## src/bank_row_column_bump_allocator_unit_assert.svh

```systemverilog
// Assertion macros for the bump allocator unit.
// Included by the top level; no other dependencies.
`ifndef BANK_ROW_COLUMN_BUMP_ALLOCATOR_UNIT_ASSERT_SVH
`define BANK_ROW_COLUMN_BUMP_ALLOCATOR_UNIT_ASSERT_SVH

`ifndef SYNTHESIS
`define BRCBA_ASSERT(name, clk, rstn, prop, msg) \
  name: assert property (@(posedge clk) disable iff (!rstn) prop) else $error(msg);
`define BRCBA_ASSERT_NR(name, clk, prop, msg) \
  name: assert property (@(posedge clk) prop) else $error(msg);
`else
`define BRCBA_ASSERT(name, clk, rstn, prop, msg)
`define BRCBA_ASSERT_NR(name, clk, prop, msg)
`endif

`endif

```

## src/brcba_pkg.sv

```systemverilog
// Shared widths, codes and command type of the bump allocator unit.
// No dependencies.
package brcba_pkg;

  localparam int unsigned SIZE_W    = 32;
  localparam int unsigned DIV_W     = SIZE_W + 1;
  localparam int unsigned CNT_W     = $clog2(DIV_W);
  localparam int unsigned BANK_W    = 4;
  localparam int unsigned SUB_W     = 6;
  localparam int unsigned ROW_W     = 10;
  localparam int unsigned COL_W     = 12;
  localparam int unsigned CFG_W     = 13;
  localparam int unsigned CFG_IDX_W = 3;
  localparam int unsigned NB_W      = 5;
  localparam int unsigned NS_W      = 7;
  localparam int unsigned NR_W      = 11;
  localparam int unsigned NC_W      = 13;

  localparam logic [NB_W-1:0] BANK_MAX = NB_W'(16);
  localparam logic [NS_W-1:0] SUB_MAX  = NS_W'(64);
  localparam logic [NR_W-1:0] ROW_MAX  = NR_W'(1024);
  localparam logic [NC_W-1:0] COL_MAX  = NC_W'(4096);

  localparam logic [NB_W-1:0] BANK_RST = NB_W'(8);
  localparam logic [NS_W-1:0] SUB_RST  = NS_W'(16);
  localparam logic [NR_W-1:0] ROW_RST  = NR_W'(512);
  localparam logic [NC_W-1:0] COL_RST  = NC_W'(2048);

  typedef enum logic [CFG_IDX_W-1:0] {
    CFG_BANK_COUNT = 3'd0,
    CFG_SUBARRAYS  = 3'd1,
    CFG_ROWS       = 3'd2,
    CFG_COLUMNS    = 3'd3
  } cfg_idx_e;

  typedef enum logic [1:0] {
    LVL_COLUMN   = 2'd0,
    LVL_ROW      = 2'd1,
    LVL_SUBARRAY = 2'd2,
    LVL_BANK     = 2'd3
  } level_e;

  typedef struct packed {
    logic   load;
    logic   step;
    logic   commit;
    level_e level;
  } cmd_t;

endpackage

```

## src/bank_row_column_bump_allocator_unit.sv

```systemverilog
// Bump allocator over bank/subarray/row/column memory.
// The start coordinates are registered on acceptance and valid in the cycle after it.
// One allocation at a time: no new request is taken until the shared restoring divider
//   does four 33-step divisions (column, row, subarray, bank radix) with a commit each.
// Reset: pointer cleared to zero, geometry 8 banks, 16 subarrays, 512 rows, 2048 columns.
// Uses brcba_pkg, brcba_ctrl, brcba_datapath and the assertion header.
`include "bank_row_column_bump_allocator_unit_assert.svh"

module bank_row_column_bump_allocator_unit (
  input  logic                            clk_i,
  input  logic                            rst_ni,
  input  logic                            in_valid_i,
  output logic                            in_stall_o,
  input  logic [brcba_pkg::SIZE_W-1:0]    alloc_size_i,
  output logic                            out_valid_o,
  input  logic                            out_stall_i,
  output logic [brcba_pkg::BANK_W-1:0]    start_bank_o,
  output logic [brcba_pkg::SUB_W-1:0]     start_subarray_o,
  output logic [brcba_pkg::ROW_W-1:0]     start_row_o,
  output logic [brcba_pkg::COL_W-1:0]     start_column_o,
  input  logic                            cfg_we_i,
  input  logic [brcba_pkg::CFG_IDX_W-1:0] cfg_index_i,
  input  logic [brcba_pkg::CFG_W-1:0]     cfg_data_i
);

  brcba_pkg::cmd_t cmd;

  brcba_ctrl u_ctrl (
    .clk_i       (clk_i),
    .rst_ni      (rst_ni),
    .in_valid_i  (in_valid_i),
    .in_stall_o  (in_stall_o),
    .out_valid_o (out_valid_o),
    .out_stall_i (out_stall_i),
    .cmd_o       (cmd)
  );

  brcba_datapath u_datapath (
    .clk_i            (clk_i),
    .rst_ni           (rst_ni),
    .cmd_i            (cmd),
    .alloc_size_i     (alloc_size_i),
    .cfg_we_i         (cfg_we_i),
    .cfg_index_i      (cfg_index_i),
    .cfg_data_i       (cfg_data_i),
    .start_bank_o     (start_bank_o),
    .start_subarray_o (start_subarray_o),
    .start_row_o      (start_row_o),
    .start_column_o   (start_column_o)
  );

  `BRCBA_ASSERT(a_accept_gives_result, clk_i, rst_ni, (in_valid_i && !in_stall_o) |=> out_valid_o, "accepted transaction produced no result")
  `BRCBA_ASSERT(a_busy_after_accept, clk_i, rst_ni, (in_valid_i && !in_stall_o) |=> in_stall_o, "new transaction accepted while dividing")
  `BRCBA_ASSERT(a_cmd_exclusive, clk_i, rst_ni, $onehot0({cmd.load, cmd.step, cmd.commit}), "conflicting datapath commands")
  `BRCBA_ASSERT(a_commit_after_step, clk_i, rst_ni, cmd.commit |-> $past(cmd.step), "commit without a preceding divide step")

endmodule

```

## src/brcba_datapath.sv

```systemverilog
// Datapath of the bump allocator: geometry registers, free pointer,
// shared restoring divider and result registers. Uses brcba_pkg.
module brcba_datapath (
  input  logic                            clk_i,
  input  logic                            rst_ni,
  input  brcba_pkg::cmd_t                 cmd_i,
  input  logic [brcba_pkg::SIZE_W-1:0]    alloc_size_i,
  input  logic                            cfg_we_i,
  input  logic [brcba_pkg::CFG_IDX_W-1:0] cfg_index_i,
  input  logic [brcba_pkg::CFG_W-1:0]     cfg_data_i,
  output logic [brcba_pkg::BANK_W-1:0]    start_bank_o,
  output logic [brcba_pkg::SUB_W-1:0]     start_subarray_o,
  output logic [brcba_pkg::ROW_W-1:0]     start_row_o,
  output logic [brcba_pkg::COL_W-1:0]     start_column_o
);

  logic [brcba_pkg::NB_W-1:0] bank_count_q;
  logic [brcba_pkg::NS_W-1:0] subarrays_q;
  logic [brcba_pkg::NR_W-1:0] rows_q;
  logic [brcba_pkg::NC_W-1:0] columns_q;

  logic [brcba_pkg::BANK_W-1:0] free_bank_q;
  logic [brcba_pkg::SUB_W-1:0]  free_sub_q;
  logic [brcba_pkg::ROW_W-1:0]  free_row_q;
  logic [brcba_pkg::COL_W-1:0]  free_col_q;

  logic [brcba_pkg::DIV_W-1:0] acc_q, acc_d;
  logic [brcba_pkg::COL_W-1:0] rem_q, rem_d;

  logic [brcba_pkg::NB_W-1:0] nb;
  logic [brcba_pkg::NS_W-1:0] ns;
  logic [brcba_pkg::NR_W-1:0] nr;
  logic [brcba_pkg::NC_W-1:0] nc;
  logic [brcba_pkg::NC_W-1:0] divisor;
  logic [brcba_pkg::NC_W-1:0] rs;
  logic [brcba_pkg::NC_W-1:0] rs_sub;
  logic                       qbit;
  logic [brcba_pkg::DIV_W-1:0] next_field;

  always_comb begin
    nb = (bank_count_q == '0) ? brcba_pkg::NB_W'(1) :
         (bank_count_q > brcba_pkg::BANK_MAX) ? brcba_pkg::BANK_MAX : bank_count_q;
    ns = (subarrays_q == '0) ? brcba_pkg::NS_W'(1) :
         (subarrays_q > brcba_pkg::SUB_MAX) ? brcba_pkg::SUB_MAX : subarrays_q;
    nr = (rows_q == '0) ? brcba_pkg::NR_W'(1) :
         (rows_q > brcba_pkg::ROW_MAX) ? brcba_pkg::ROW_MAX : rows_q;
    nc = (columns_q == '0) ? brcba_pkg::NC_W'(1) :
         (columns_q > brcba_pkg::COL_MAX) ? brcba_pkg::COL_MAX : columns_q;
  end

  always_comb begin
    case (cmd_i.level)
      brcba_pkg::LVL_COLUMN: begin
        divisor    = nc;
        next_field = brcba_pkg::DIV_W'(free_row_q);
      end
      brcba_pkg::LVL_ROW: begin
        divisor    = brcba_pkg::NC_W'(nr);
        next_field = brcba_pkg::DIV_W'(free_sub_q);
      end
      brcba_pkg::LVL_SUBARRAY: begin
        divisor    = brcba_pkg::NC_W'(ns);
        next_field = brcba_pkg::DIV_W'(free_bank_q);
      end
      brcba_pkg::LVL_BANK: begin
        divisor    = brcba_pkg::NC_W'(nb);
        next_field = '0;
      end
      default: begin
        divisor    = nc;
        next_field = '0;
      end
    endcase
  end

  assign rs     = {rem_q, acc_q[brcba_pkg::DIV_W-1]};
  assign qbit   = (rs >= divisor);
  assign rs_sub = rs - divisor;

  always_comb begin
    acc_d = acc_q;
    rem_d = rem_q;
    if (cmd_i.load) begin
      acc_d = brcba_pkg::DIV_W'(alloc_size_i) + brcba_pkg::DIV_W'(free_col_q);
      rem_d = '0;
    end else if (cmd_i.step) begin
      acc_d = {acc_q[brcba_pkg::DIV_W-2:0], qbit};
      rem_d = qbit ? rs_sub[brcba_pkg::COL_W-1:0] : rs[brcba_pkg::COL_W-1:0];
    end else if (cmd_i.commit) begin
      acc_d = acc_q + next_field;
      rem_d = '0;
    end
  end

  always_ff @(posedge clk_i) begin
    acc_q <= acc_d;
    rem_q <= rem_d;
    if (cmd_i.load) begin
      start_bank_o     <= free_bank_q;
      start_subarray_o <= free_sub_q;
      start_row_o      <= free_row_q;
      start_column_o   <= free_col_q;
    end
  end

  always_ff @(posedge clk_i or negedge rst_ni) begin
    if (!rst_ni) begin
      bank_count_q <= brcba_pkg::BANK_RST;
      subarrays_q  <= brcba_pkg::SUB_RST;
      rows_q       <= brcba_pkg::ROW_RST;
      columns_q    <= brcba_pkg::COL_RST;
      free_bank_q  <= '0;
      free_sub_q   <= '0;
      free_row_q   <= '0;
      free_col_q   <= '0;
    end else if (cfg_we_i) begin
      case (cfg_index_i)
        brcba_pkg::CFG_BANK_COUNT: bank_count_q <= cfg_data_i[brcba_pkg::NB_W-1:0];
        brcba_pkg::CFG_SUBARRAYS:  subarrays_q  <= cfg_data_i[brcba_pkg::NS_W-1:0];
        brcba_pkg::CFG_ROWS:       rows_q       <= cfg_data_i[brcba_pkg::NR_W-1:0];
        brcba_pkg::CFG_COLUMNS:    columns_q    <= cfg_data_i;
        default: ;
      endcase
      if (cfg_index_i inside {brcba_pkg::CFG_BANK_COUNT, brcba_pkg::CFG_SUBARRAYS,
                              brcba_pkg::CFG_ROWS, brcba_pkg::CFG_COLUMNS}) begin
        free_bank_q <= '0;
        free_sub_q  <= '0;
        free_row_q  <= '0;
        free_col_q  <= '0;
      end
    end else if (cmd_i.commit) begin
      case (cmd_i.level)
        brcba_pkg::LVL_COLUMN:   free_col_q  <= rem_q;
        brcba_pkg::LVL_ROW:      free_row_q  <= rem_q[brcba_pkg::ROW_W-1:0];
        brcba_pkg::LVL_SUBARRAY: free_sub_q  <= rem_q[brcba_pkg::SUB_W-1:0];
        brcba_pkg::LVL_BANK:     free_bank_q <= rem_q[brcba_pkg::BANK_W-1:0];
        default: ;
      endcase
    end
  end

endmodule

```

## src/brcba_ctrl.sv

```systemverilog
// Controller of the bump allocator: handshakes, divide step counter and
// coordinate sequencing. Uses brcba_pkg.
module brcba_ctrl (
  input  logic            clk_i,
  input  logic            rst_ni,
  input  logic            in_valid_i,
  output logic            in_stall_o,
  output logic            out_valid_o,
  input  logic            out_stall_i,
  output brcba_pkg::cmd_t cmd_o
);

  typedef enum logic [1:0] {
    ST_IDLE,
    ST_DIV,
    ST_COMMIT
  } state_e;

  state_e                     state_q;
  logic [brcba_pkg::CNT_W-1:0] cnt_q;
  brcba_pkg::level_e          level_q;
  logic                       out_valid_q;
  logic                       slot_free;
  logic                       accept;

  assign slot_free   = !out_valid_q || !out_stall_i;
  assign accept      = in_valid_i && (state_q == ST_IDLE) && slot_free;
  assign in_stall_o  = !((state_q == ST_IDLE) && slot_free);
  assign out_valid_o = out_valid_q;

  assign cmd_o.load   = accept;
  assign cmd_o.step   = (state_q == ST_DIV);
  assign cmd_o.commit = (state_q == ST_COMMIT);
  assign cmd_o.level  = level_q;

  always_ff @(posedge clk_i or negedge rst_ni) begin
    if (!rst_ni) begin
      state_q     <= ST_IDLE;
      cnt_q       <= '0;
      level_q     <= brcba_pkg::LVL_COLUMN;
      out_valid_q <= 1'b0;
    end else begin
      if (accept) begin
        out_valid_q <= 1'b1;
      end else if (!out_stall_i) begin
        out_valid_q <= 1'b0;
      end
      case (state_q)
        ST_IDLE: begin
          if (accept) begin
            state_q <= ST_DIV;
            cnt_q   <= '0;
            level_q <= brcba_pkg::LVL_COLUMN;
          end
        end
        ST_DIV: begin
          if (cnt_q == brcba_pkg::CNT_W'(brcba_pkg::DIV_W - 1)) begin
            state_q <= ST_COMMIT;
          end
          cnt_q <= cnt_q + 1'b1;
        end
        ST_COMMIT: begin
          cnt_q <= '0;
          if (level_q == brcba_pkg::LVL_BANK) begin
            state_q <= ST_IDLE;
          end else begin
            state_q <= ST_DIV;
            level_q <= brcba_pkg::level_e'(level_q + 2'd1);
          end
        end
        default: state_q <= ST_IDLE;
      endcase
    end
  end

endmodule

```

## config.mk

```make
export PLATFORM = sky130hd
export DESIGN_NAME = bank_row_column_bump_allocator_unit
export DESIGN_NICKNAME = d
export VERILOG_FILES = /design/src/brcba_pkg.sv /design/src/bank_row_column_bump_allocator_unit.sv /design/src/brcba_datapath.sv /design/src/brcba_ctrl.sv
export VERILOG_INCLUDE_DIRS = /design/src /design/src/src
export SDC_FILE = /design/constraint.sdc
export NUM_CORES = 1
export LEC_CHECK = 0
export ABC_AREA = 1
export ABC_CLOCK_PERIOD_IN_PS = 5970
export BUFFER_PORTS_ARGS = -buffer_cell sky130_fd_sc_hd__buf_4
export CELL_PAD_IN_SITES_DETAIL_PLACEMENT = 0
export CELL_PAD_IN_SITES_GLOBAL_PLACEMENT = 1
export CORE_MARGIN = 2
export CORE_UTILIZATION = 24
export CTS_CLUSTER_DIAMETER = 80
export CTS_CLUSTER_SIZE = 16
export DETAILED_ROUTE_END_ITERATION = 16
export PLACE_DENSITY_LB_ADDON = 0.25
export SETUP_SLACK_MARGIN = 0.5
export SLEW_MARGIN = 20
export SYNTH_ARGS = -nofsm -noshare
export SYNTH_HDL_FRONTEND = slang
export SYNTH_SLANG_ARGS = --single-unit
```

## constraint.sdc

```tcl
create_clock -name clk_i -period 5.97 [get_ports clk_i]
set_input_delay 0.8955 -clock clk_i [delete_from_list [all_inputs] [get_ports clk_i]]
set_output_delay 0.8955 -clock clk_i [all_outputs]
set_load 0.05 [all_outputs]
```

==> impl_results.md <==
- CP endpoint: u_datapath.rem_q[6]
- Outcome: complete, no violations
- Final Cycle Share: 0.6876
- Post-DRT Antenna Nets: 0
- Int Power: 3.261 mW
- Post-CTS Hold Fix Bufs: 0
- Grt total ovfl: 0
- Placed insts: 2,076
- Initial antenna violation count: 0
- Hpwl dp: 27,140 um
- Clock Path Buffers: 2
- CP delay by family, top: simple AND/OR/NAND/NOR gates
- CTS Buf Count: 17
- Hold crit path type: in -> async
- Vias: roughly 9,600
- Hold WS: 0.4868 ns
- Area Overhead vs Synth: 18.03%
- Synth Cell Area: 10,370 um2
- Die Span Y: between 200 and 250 um
- CP startpoint kind: register
- Final #Nets: 1,612
- Post-synth ARST share: 0.5064
- VDD IR-drop max: 0.0003085 V
- Final setup vio count: 0
- Max-slew violations: 0
- Fill count: 4,707
- Main synth FF type: dfrtp_1
- Max-slew headroom: 0.3709
- CP max FO: 21
- Post-synth net total: 1,539
- Setup TNS: 0 ns
- Final Critical Period: 4.105 ns
- Commonest non-fill, non-tap cells in the layout: nand2_1, inv_1, nand3_1
- Flop pwr share: 0.292
- DRT Wirelength: about 34,000 um
- Sequential area share after synthesis: 0.4023
- Post-route DRC violation count: 0
- Die X: about 210 um
- Cts repair resizes: 0
- I/O pin count: 87
- Antenna Cells: 0
- PwrDens: between 500 and 600 nW/um2
- Switching Share: 0.4898
- Max Clock Freq: 243.6 MHz
- Pre-antenna DRT Iters: 5
- Reg clk slew, reported paths: 0.07 ns
- IO Port Bufs: 86
- Syn. warnings: 0
- Root Driver: clkbuf_16
- Reg-to-reg startpoint: u_ctrl.level_q[0]
- # clock sinks: 156
- CTS tree: built
- Sw power: 3.130 mW
- Share of layout cells above drive strength 1: 0.1024
- Worst Setup SP: u_ctrl.level_q[0]
- Initial core utilization: 0.2419
- Leak pwr: 5.778 nW
- Worst Path Buf+Inv: 3
- Critical path's most frequent cell: inv_1
- Later-pin clock latency in the skew report: 0.46 ns
- Global-route wire length before repair: 54,310 um
- H-tree depth: 4
- Crit path largest cell delay: 0.71 ns
- Post-CTS setup buffers: 0
- Via-to-Cell Ratio: roughly 4.5
- Die Area: roughly 45,000 um2
- Clock group share of total power: 0.175
- Number of flops mapped to enable cells by yosys: 65
- Std-Cell Core Area: 42,890 um2
- Fin cells: 2,108
- Slew @ Worst Pin: 0.9403 ns
- Placer Congestion: 0.8580
- Req. time, crit path: roughly 6.3 ns
- Worst Reg-to-Reg Cells: 15
- Critical Path Sink Type: register
- Register-to-register setup slack: 1.86 ns
- GRT Total Usage: 0.1589
- Worst reg2reg endpoint: u_datapath.rem_q[6]
- Max_cap viols: 0
- Logic pwr share: 0.533
- Pin count of the biggest net entering global routing: 80
- RSZ-0062 raised after global routing: no
- Syn avg cell area: 7.220 um2
- Drt initial violations: 525
- FP Rows: 76
- Largest cells by area after synthesis: edfxtp_1, dfrtp_1, nand2_1, inv_1, nand3_1
- Share of the synthesized area in the top cell type: 0.1881
- Worst path arrival time: ~4.4 ns
- Dominant cell type by area after synthesis: edfxtp_1
- Unique masters post-synth: 51
- Vias in the first global route: 9,540
- Final Hold Fails: 0
- Commonest non-fill, non-tap cell in the layout: nand2_1
- Final WS setup: 1.865 ns
- Worst path slowest cell: ha_1
- Cells after Synth: 1,437
- Average wire per standard cell: 16.30 um
- Pre-CTS setup slack: ~1.9 ns
- Skew final: 0.01445 ns
- CP Depth: 15
- Overall Power: approximately 6.4 mW
- Yosys reg bits: 156
- Crit path kind: reg -> reg
- Worst path cell trace: inv_1 -> ha_1 -> inv_1 -> a31oi_1 -> nand2_1 -> inv_1 -> a2bb2oi_1 -> ha_1 -> nand2_1 -> nor2_1 -> nand4_1 -> nand3_2 -> o21ai_0 -> nand3_1 -> a21oi_1
-- worst min-delay path by stage --
| stage | to | slack [ns] | cells after the start |
|---|---|---|---|
| finish | u_datapath.columns_q[3] | 0.49 | 1 |
| global route | u_datapath.rem_q[2] | 0.51 | 2 |
| CTS | u_datapath.rem_q[2] | 0.49 | 2 |
| detailed placement | u_datapath.rows_q[0] | 0.48 | 2 |
| global placement | u_datapath.bank_count_q[2] | 0.47 | 2 |
| floorplan | u_datapath.start_row_o[1] | 0.44 | 0 |
-- routing by layer --
| metal | share of wire | wire length, um | up-vias | GRT usage |
|---|---|---|---|---|
| met5 | 0 | 0 | - | 0 |
| met4 | 0.024 | 839 | 0 | 0.05027 |
| met3 | 0.025 | 846 | 43 | 0.02596 |
| met2 | 0.50 | 17050 | 160 | 0.2774 |
| met1 | 0.45 | 15630 | 4459 | 0.1993 |
| li1 | - | - | 4891 | - |
-- cells by family (layout without fill, tap and decap cells) --
group | after synthesis | in the layout | share of synthesized area
multiplexers | 1 | 1 | 0.001085
adder cells (fa/ha/maj) | 49 | 49 | 0.06126
AO/OA/AOI/OAI | 227 | 227 | 0.1194
flip-flops | 156 | 156 | 0.4023
AND/OR/NAND/NOR | 765 | 765 | 0.3186
buffers and inverters | 222 | 308 | 0.08297
XOR/XNOR | 17 | 17 | 0.01435
-- per-stage QoR --
stage          area [um2]    util
5_1_grt             12250  0.2855
2_1_floorplan       10380       -
3_5_place_dp        11640  0.2715
4_1_cts             12240  0.2854
3_3_place_gp        11640  0.2715
6_report            12250  0.2855
-- flip-flops by register name (all words and copies together), names as in the netlist, 7 cells and up --
name	cells
u_datapath.acc_q	33
u_datapath.columns_q	13
u_datapath.free_col_q	12
u_datapath.rem_q	12
u_datapath.start_column_o	12
u_datapath.rows_q	11
u_datapath.free_row_q	10
u_datapath.start_row_o	10
u_datapath.subarrays_q	7
-- cell usage after synthesis (6+ instances only) --
cell type and instances:
nor3_1 19, nand3_1 130, nor2_1 106, dfxtp_1 12, nand2_2 10, ha_1 46, nand4_1 36, inv_1 183
xnor2_1 6, edfxtp_1 65, clkbuf_1 24, a21oi_1 73, o21ai_0 116, nand2_1 435, xor2_1 11, dfrtp_1 75
buf_2 10
-- worst register-to-register path, delay by kind of cell, from the launching register on --
family | cells | cell delay [ns]
flops | 1 | 0.40
simple gates | 6 | 1.24
compound gates | 4 | 0.61
buf+inv | 3 | 0.64
fa+ha+maj | 2 | 1.09
-- cell type report --
class | instances | area [um2] | area share
inverter | 185 | 694.4 | 0.05671
clock buffer | 18 | 450.4 | 0.03678
timing repair buffer | 91 | 699.4 | 0.05712
clock inverter | 14 | 147.6 | 0.01206
tap | 585 | 732.0 | 0.05977
multi-input combinational | 1059 | 5348 | 0.4367
sequential | 156 | 4174 | 0.3409
-- power by group through the flow --
stage	clock, mW	combinational [mW]	sequential [mW]
floorplan	0	2.36	1.95
global placement	0	3.45	1.89
detailed placement	0	3.41	1.89
CTS	1.15	3.43	1.87
global route	1.20	3.86	1.91
finish	1.12	3.40	1.87
No activity file was read; power rests on OpenSTA's default activity.
